==> src/rtl/core/pts_ram.sv <==
`default_nettype none
// ----------------------------------------------------------------------------
// Generic simple dual-port RAM
// One write port and one read port with registered read data.
// ----------------------------------------------------------------------------
module pts_ram #(
    parameter int WIDTH = 8,
    parameter int DEPTH = 64
) (
    input  wire logic                     i_clk,
    input  wire logic                     i_we,
    input  wire logic [$clog2(DEPTH)-1:0] i_waddr,
    input  wire logic [WIDTH-1:0]         i_wdata,
    input  wire logic                     i_re,
    input  wire logic [$clog2(DEPTH)-1:0] i_raddr,
    output logic      [WIDTH-1:0]         o_rdata
);
    logic [WIDTH-1:0] r_mem [DEPTH];

    always_ff @(posedge i_clk) begin
        if (i_we) begin
            r_mem[i_waddr] <= i_wdata;
        end
        if (i_re) begin
            o_rdata <= r_mem[i_raddr];
        end
    end
endmodule
`default_nettype wire

==> config.mk <==
export PLATFORM = sky130hd
export DESIGN_NAME = pts_ram
export DESIGN_NICKNAME = d
export VERILOG_FILES = /design/src/rtl/core/pts_ram.sv
export SDC_FILE = /design/constraint.sdc
export NUM_CORES = 1
export LEC_CHECK = 0
export ABC_AREA = 1
export BUFFER_PORTS_ARGS = -buffer_cell sky130_fd_sc_hd__clkbuf_2
export CAP_MARGIN = 20
export CORE_ASPECT_RATIO = 1.2
export CORE_UTILIZATION = 59
export CTS_BUF_LIST = sky130_fd_sc_hd__clkbuf_8
export DETAILED_ROUTE_END_ITERATION = 10
export GPL_TIMING_DRIVEN = 0
export PLACE_DENSITY = 0.81
export SLEW_MARGIN = 0
export SYNTH_ARGS = -nofsm -noshare
export SYNTH_HDL_FRONTEND = slang
export SYNTH_SLANG_ARGS = --single-unit
==> constraint.sdc <==
create_clock -name i_clk -period 2.42 [get_ports i_clk]
set_clock_uncertainty 0.1 [all_clocks]
set_input_delay 0.484 -clock i_clk [delete_from_list [all_inputs] [get_ports i_clk]]
set_output_delay 0.484 -clock i_clk [all_outputs]
set_load 0.05 [all_outputs]
==> results of run 1 <==
==> worst max-delay path, stage by stage <==
cell and delay, ns:
clkbuf_1 0.23, inv_1 0.32, nand4_1 0.58, nor2_1 0.94
==> synth_stat cells (all sizes together) <==
cell / instances
nor2: 56
nand3: 439
nand2: 648
buf: 98
clkbuf: 15
edfxtp: 520
inv: 12
nand4: 9
nor4: 8
==> cell families (layout without fill, tap and decap cells) <==
logic type             after synthesis  in the layout  synth area share, %
and+or+nand+nor                   1160           1160                 23.1
buffers and inverters              125            297                 4.01
DFF                                520            520                 72.9
other                                0              2                    0
==> how the worst max path moves through the flow <==
stage	cells after the start	start	to
final	4	i_waddr[0]	r_mem[16][6]$_DFFE_PP_
after global routing	4	i_waddr[0]	r_mem[36][6]$_DFFE_PP_
after CTS	4	i_waddr[1]	r_mem[17][4]$_DFFE_PP_
after detailed placement	4	i_waddr[1]	r_mem[17][4]$_DFFE_PP_
after global placement	3	i_we	r_mem[48][0]$_DFFE_PP_
after floorplan	3	i_we	r_mem[48][0]$_DFFE_PP_
==> flip-flops by register name (all words and copies together) (netlist names) <==
| signal | cells |
|---|---|
| o_rdata | 8 |
| r_mem | 512 |
==> cell usage in the layout, fill, tap and decap left out, drive strengths merged <==
master | Yosys | final
edfxtp | 520 | 520
nand4 | 9 | 9
diode | 0 | 2
nor2 | 56 | 56
nand3 | 439 | 439
buf | 98 | 111
nor4 | 8 | 8
bufinv | 0 | 3
clkinvlp | 0 | 3
clkinv | 0 | 25
inv | 12 | 39
clkbuf | 15 | 116
nand2 | 648 | 648
==> metal layers <==
layer	share of wire (%)	GRT usage (%)	up-vias
li1	-	-	6606
met1	34	42.2	7126
met2	47	53.2	1179
met3	12	7.42	231
met4	6.3	21.0	2
met5	0.018	0	-
==> per-stage QoR <==
step                      cell area (sq um)  instances  util [%]
after floorplan                       21400       1805         -
after global placement                22100       2295      61.7
after detailed placement              22300       2308      62.3
after CTS                             23700       2445      66.2
after global routing                  23800       2447      66.3
final                                 23800       2447      66.3
==> cell type report <==
cell class                 count  area [sq um]  share of cell area, %
sequential                   520         15600                   65.7
multi-input combinational   1160          5000                   21.1
clock buffer                  79          1090                   4.58
buffer                       113           808                   3.40
tap                          468           586                   2.47
clock inverter                58           320                   1.35
timing repair buffer          35           278                   1.17
inverter                      12          50.0                  0.211
antenna                        2          5.00                 0.0211
==> power groups by stage <==
stage / Sequential (W) / Clock (W) / Combinational, W
2_1_floorplan: 0.0102 / 0 / 0.000701
3_3_place_gp: 0.0102 / 0 / 0.00128
3_5_place_dp: 0.0102 / 0 / 0.00134
4_1_cts: 0.0100 / 0.00661 / 0.00135
5_1_grt: 0.0100 / 0.00697 / 0.00146
6_report: 0.0100 / 0.00665 / 0.00139
==> repair_timing <==
action,4_1_cts,5_1_grt
hold buffers,0,0
endpoints found under the setup margin,0,12
resized for setup,0,2
==> impl_metrics.toml, run 1 <==
[floorplanning]
ios = 31
die_area_sq_um = 37100
die_x_um = 176
coreArea_sq_um = 35800
initial_core_util_pct = 59.7
num_rows = 76
die_h_um = 211

[final_layout]
syn_to_final_growth_pct = 10.9
post_route_cells_drive_above_1_share_pct = 11.4
fin_nets = 1941
nFillCells = 2495

[yosys]
netlist_area_sq_um = 21400
yosysWarnings = 0
synthCells = 1805
avgSynthCellArea_sq_um = 11.9
synth_top_area_cell = "edfxtp_1"
synth.area.top_cells = "edfxtp_1 (73%), nand2_1 (11%), nand3_1 (10%)"
ys_types = 15
synth_top_cell_area_share_pct = 72.9
seq_area_frac_synth_pct = 72.9
synth_nets = 1828
yosys_register_bits = 520

[drt]
wl_per_cell_um = 24.8
routed-via-count = 15144
drcViolationCount = 0
postRouteAntennaNets = 0
drt_first_pass_iters = 6
wl_um = 60700
drtIter0Drc = 2373
vias_per_cell = 6.19

[sta]
holdWs_ns = 0.241
finalSetupViolations = 1
drv_slew = 0
finalSetupTns_ns = -0.0159
layout_min_cycle_time_ns = 2.44
timing.fmax_mhz = 411
layout_setup_ws_ns = -0.0159
slew_headroom_pct = 32.4
worst_pin_slew_ns = 1.01
hold_viol = 0
fin_crit_sh_pct = 101
rsz0062_at_grt = "false"

[place]
hpwl_um = 41100
dp_slack_ns = -0.562
gp_congestion = 1.03
io_buffers = 22

[critical_path]
end_kind = "register"
r2r_start = "r_mem[51][6]$_DFFE_PP_"
crit_required_ns = 2.55
worstPathArrival_ns = 2.57
ff2ff_path_depth = 8
worstPathMaxFanout = 9
path_class = "in -> reg"
timing.rr.end = "o_rdata[6]$_DFFE_PP_"
reg2reg_slack_ns = 0.68
startpoint_type = "input port"

[worst_hold_path]
min_path_cells = 1
hold_end = "o_rdata[3]$_DFFE_PP_"
min_from = "i_re"
holdCritPathClass = "in -> reg"

[power_and_ir_drop]
power_density_nw_per_um2 = 760
p_comb_share_pct = 7.7
p_sw_w = 0.00436
peakVddDrop_uv = 635
p_seq_share_pct = 55.5
netSwitchingFraction_pct = 24.2
intPower_w = 0.0137
power_leakage_nw = 8.72
p_clk_share_pct = 36.8
finalPower_w = 0.0181

[global_routing]
overflow = 0
grt_start_max_net_pins = 65
grt_first_pass_wirelength_um = 88800
antenna_found_initial = 4
grt_usage_pct = 33.6
grt_pass1_vias = 14698

[outcome]
outcome = "finished, violations left"
violations = "negative setup slack"

[clocking]
cts.sinks = 520
cts_made_buffers = 76
clk_latency_ns = 0.65
postCtsSetupRepairBufs = 0
cts_tree = "yes"
cts_root_buffer = "clkbuf_8"
clk_pin_slew_ns = 0.07
cts.path.max_buffers = 3
htreeDepth = 3

[run]
cap_violations = 0
No activity file was read; power rests on OpenSTA's default activity.
==> run 2, diff against run 1 <==
--- a/config.mk
+++ b/config.mk
@@ -9,11 +9,11 @@
 export BUFFER_PORTS_ARGS = -buffer_cell sky130_fd_sc_hd__clkbuf_2
 export CAP_MARGIN = 20
 export CORE_ASPECT_RATIO = 1.2
-export CORE_UTILIZATION = 59
+export CORE_UTILIZATION = 65
 export CTS_BUF_LIST = sky130_fd_sc_hd__clkbuf_8
 export DETAILED_ROUTE_END_ITERATION = 10
 export GPL_TIMING_DRIVEN = 0
-export PLACE_DENSITY = 0.81
+export PLACE_DENSITY = 0.85
 export SLEW_MARGIN = 0
 export SYNTH_ARGS = -nofsm -noshare
 export SYNTH_HDL_FRONTEND = slang
==> constraint.sdc (replaced) <==
create_clock -name i_clk -period 2.6 [get_ports i_clk]
set_clock_uncertainty 0.1 [all_clocks]
set_input_delay 0.52 -clock i_clk [delete_from_list [all_inputs] [get_ports i_clk]]
set_output_delay 0.52 -clock i_clk [all_outputs]
set_load 0.05 [all_outputs]
==> impl_metrics.toml, run 2 (synthesis results as in run 1) <==
[floorplanning]
initial_core_util_pct = 66.2
num_rows = 72
die_h_um = 201
die_x_um = 168
ios = 31
coreArea_sq_um = 32300
die_area_sq_um = 33700

[clocking]
cts-resized-gates = 0
cts_tree = "yes"
htreeDepth = 3
cts.sinks = 520
clk_latency_ns = 0.63
cts_made_buffers = 77
postCtsHoldBufs = 0
postCtsSetupRepairBufs = 0
cts.path.max_buffers = 3
clk_pin_slew_ns = 0.06
cts_root_buffer = "clkbuf_8"

[critical_path]
end_kind = "register"
worstPathMaxFanout = 9
reg2reg_slack_ns = 0.91
path_class = "in -> reg"
worstPathArrival_ns = 2.59
startpoint_type = "input port"
crit_required_ns = 2.71

[power_and_ir_drop]
p_sw_w = 0.00404
p_comb_share_pct = 7.7
intPower_w = 0.0127
netSwitchingFraction_pct = 24.2
power_density_nw_per_um2 = 706
peakVddDrop_uv = 770
power_leakage_nw = 8.70
finalPower_w = 0.0167
p_seq_share_pct = 55.8
p_clk_share_pct = 36.6

[drt]
drcViolationCount = 0
routed-via-count = 15194
vias_per_cell = 6.38
drtIter0Drc = 2056
wl_per_cell_um = 25.4
drt_first_pass_iters = 6
wl_um = 60500
postRouteAntennaNets = 0

[final_layout]
post_route_cells_drive_above_1_share_pct = 11.6
largest_register = "r_mem"
most-common-layout-cells = "nand2_1 (648), edfxtp_1 (520), nand3_1 (439)"
fin_cells = 2383
top_regs = "r_mem x512, o_rdata x8"
largest_reg_flops = 512
syn_to_final_growth_pct = 10.4
mostFrequentLayoutCell = "nand2_1"
fin_nets = 1941

[sta]
hold_viol = 0
slew_headroom_pct = 17.1
drv_slew = 0
finalSetupViolations = 0
rsz0062_at_grt = "false"
worst_pin_slew_ns = 1.24
fin_crit_sh_pct = 95.3
layout_min_cycle_time_ns = 2.48
timing.fmax_mhz = 403

[place]
gp_congestion = 1.02
io_buffers = 22
dp.cells = 2246
hpwl_um = 40700

[global_routing]
grt_first_pass_wirelength_um = 88600
grt_pass1_vias = 15054
grt_usage_pct = 36.8
antenna_found_initial = 3
overflow = 0
grt_start_max_net_pins = 65

[outcome]
outcome = "finished clean"

[run]
cap_violations = 0

[worst_hold_path]
holdCritPathClass = "in -> reg"
[run 2: critical path, stage by stage]
cell and delay [ns]:
clkbuf_1 0.23, inv_1 0.32, nand4_1 0.43, nor2_1 1.08
[run 2: path summary, 6_finish.rpt]
kind	endpoint	start	depth (start not counted)
setup / recovery	r_mem[36][7]$_DFFE_PP_	i_waddr[0]	4
setup reg to reg	o_rdata[5]$_DFFE_PP_	r_mem[24][5]$_DFFE_PP_	8
hold / removal	o_rdata[0]$_DFFE_PP_	i_re	1
hold reg to reg	o_rdata[3]$_DFFE_PP_	r_mem[40][3]$_DFFE_PP_	8
[run 2: area by class of cell]
type | instances | area, sq um
Fill cell | 2090 | 8680
Sequential cell | 520 | 15600
Multi-Input combinational cell | 1160 | 5000
Clock buffer | 79 | 1090
Antenna cell | 2 | 5.00
Buffer | 113 | 808
Tap cell | 407 | 509
Inverter | 12 | 50.0
Clock inverter | 56 | 298
Timing Repair Buffer | 34 | 288
[run 2: metrics by stage]
step	cell area (sq um)	hold WS, ns	utilization, %	setup WS, ns	TNS (ns)
after global routing	23700	0.147	73.1	0.175	0
after floorplan	21400	0.519	-	0.214	0
after detailed placement	22300	0.783	68.8	-0.361	-69.67
after CTS	23700	0.142	73.1	0.255	0
final	23700	0.159	73.1	0.122	0
after global placement	22000	0.758	68.1	-0.689	-38.05
[run 2: power by group through the flow]
stage | Combinational [W] | Sequential (W) | Clock, W
after detailed placement | 0.00123 | 0.00949 | 0
after floorplan | 0.000652 | 0.00953 | 0
after CTS | 0.00124 | 0.00932 | 0.00607
final | 0.00128 | 0.00932 | 0.00611
after global routing | 0.00134 | 0.00932 | 0.00644
after global placement | 0.00117 | 0.00950 | 0
[run 2: layer usage]
metal | track usage [%] | share of wire, % | vias up
met1 | 44.2 | 33 | 7138
met5 | 0 | 0.018 | -
li1 | - | - | 6589
met3 | 7.47 | 11 | 236
met2 | 61.2 | 49 | 1229
met4 | 23.0 | 6.2 | 2
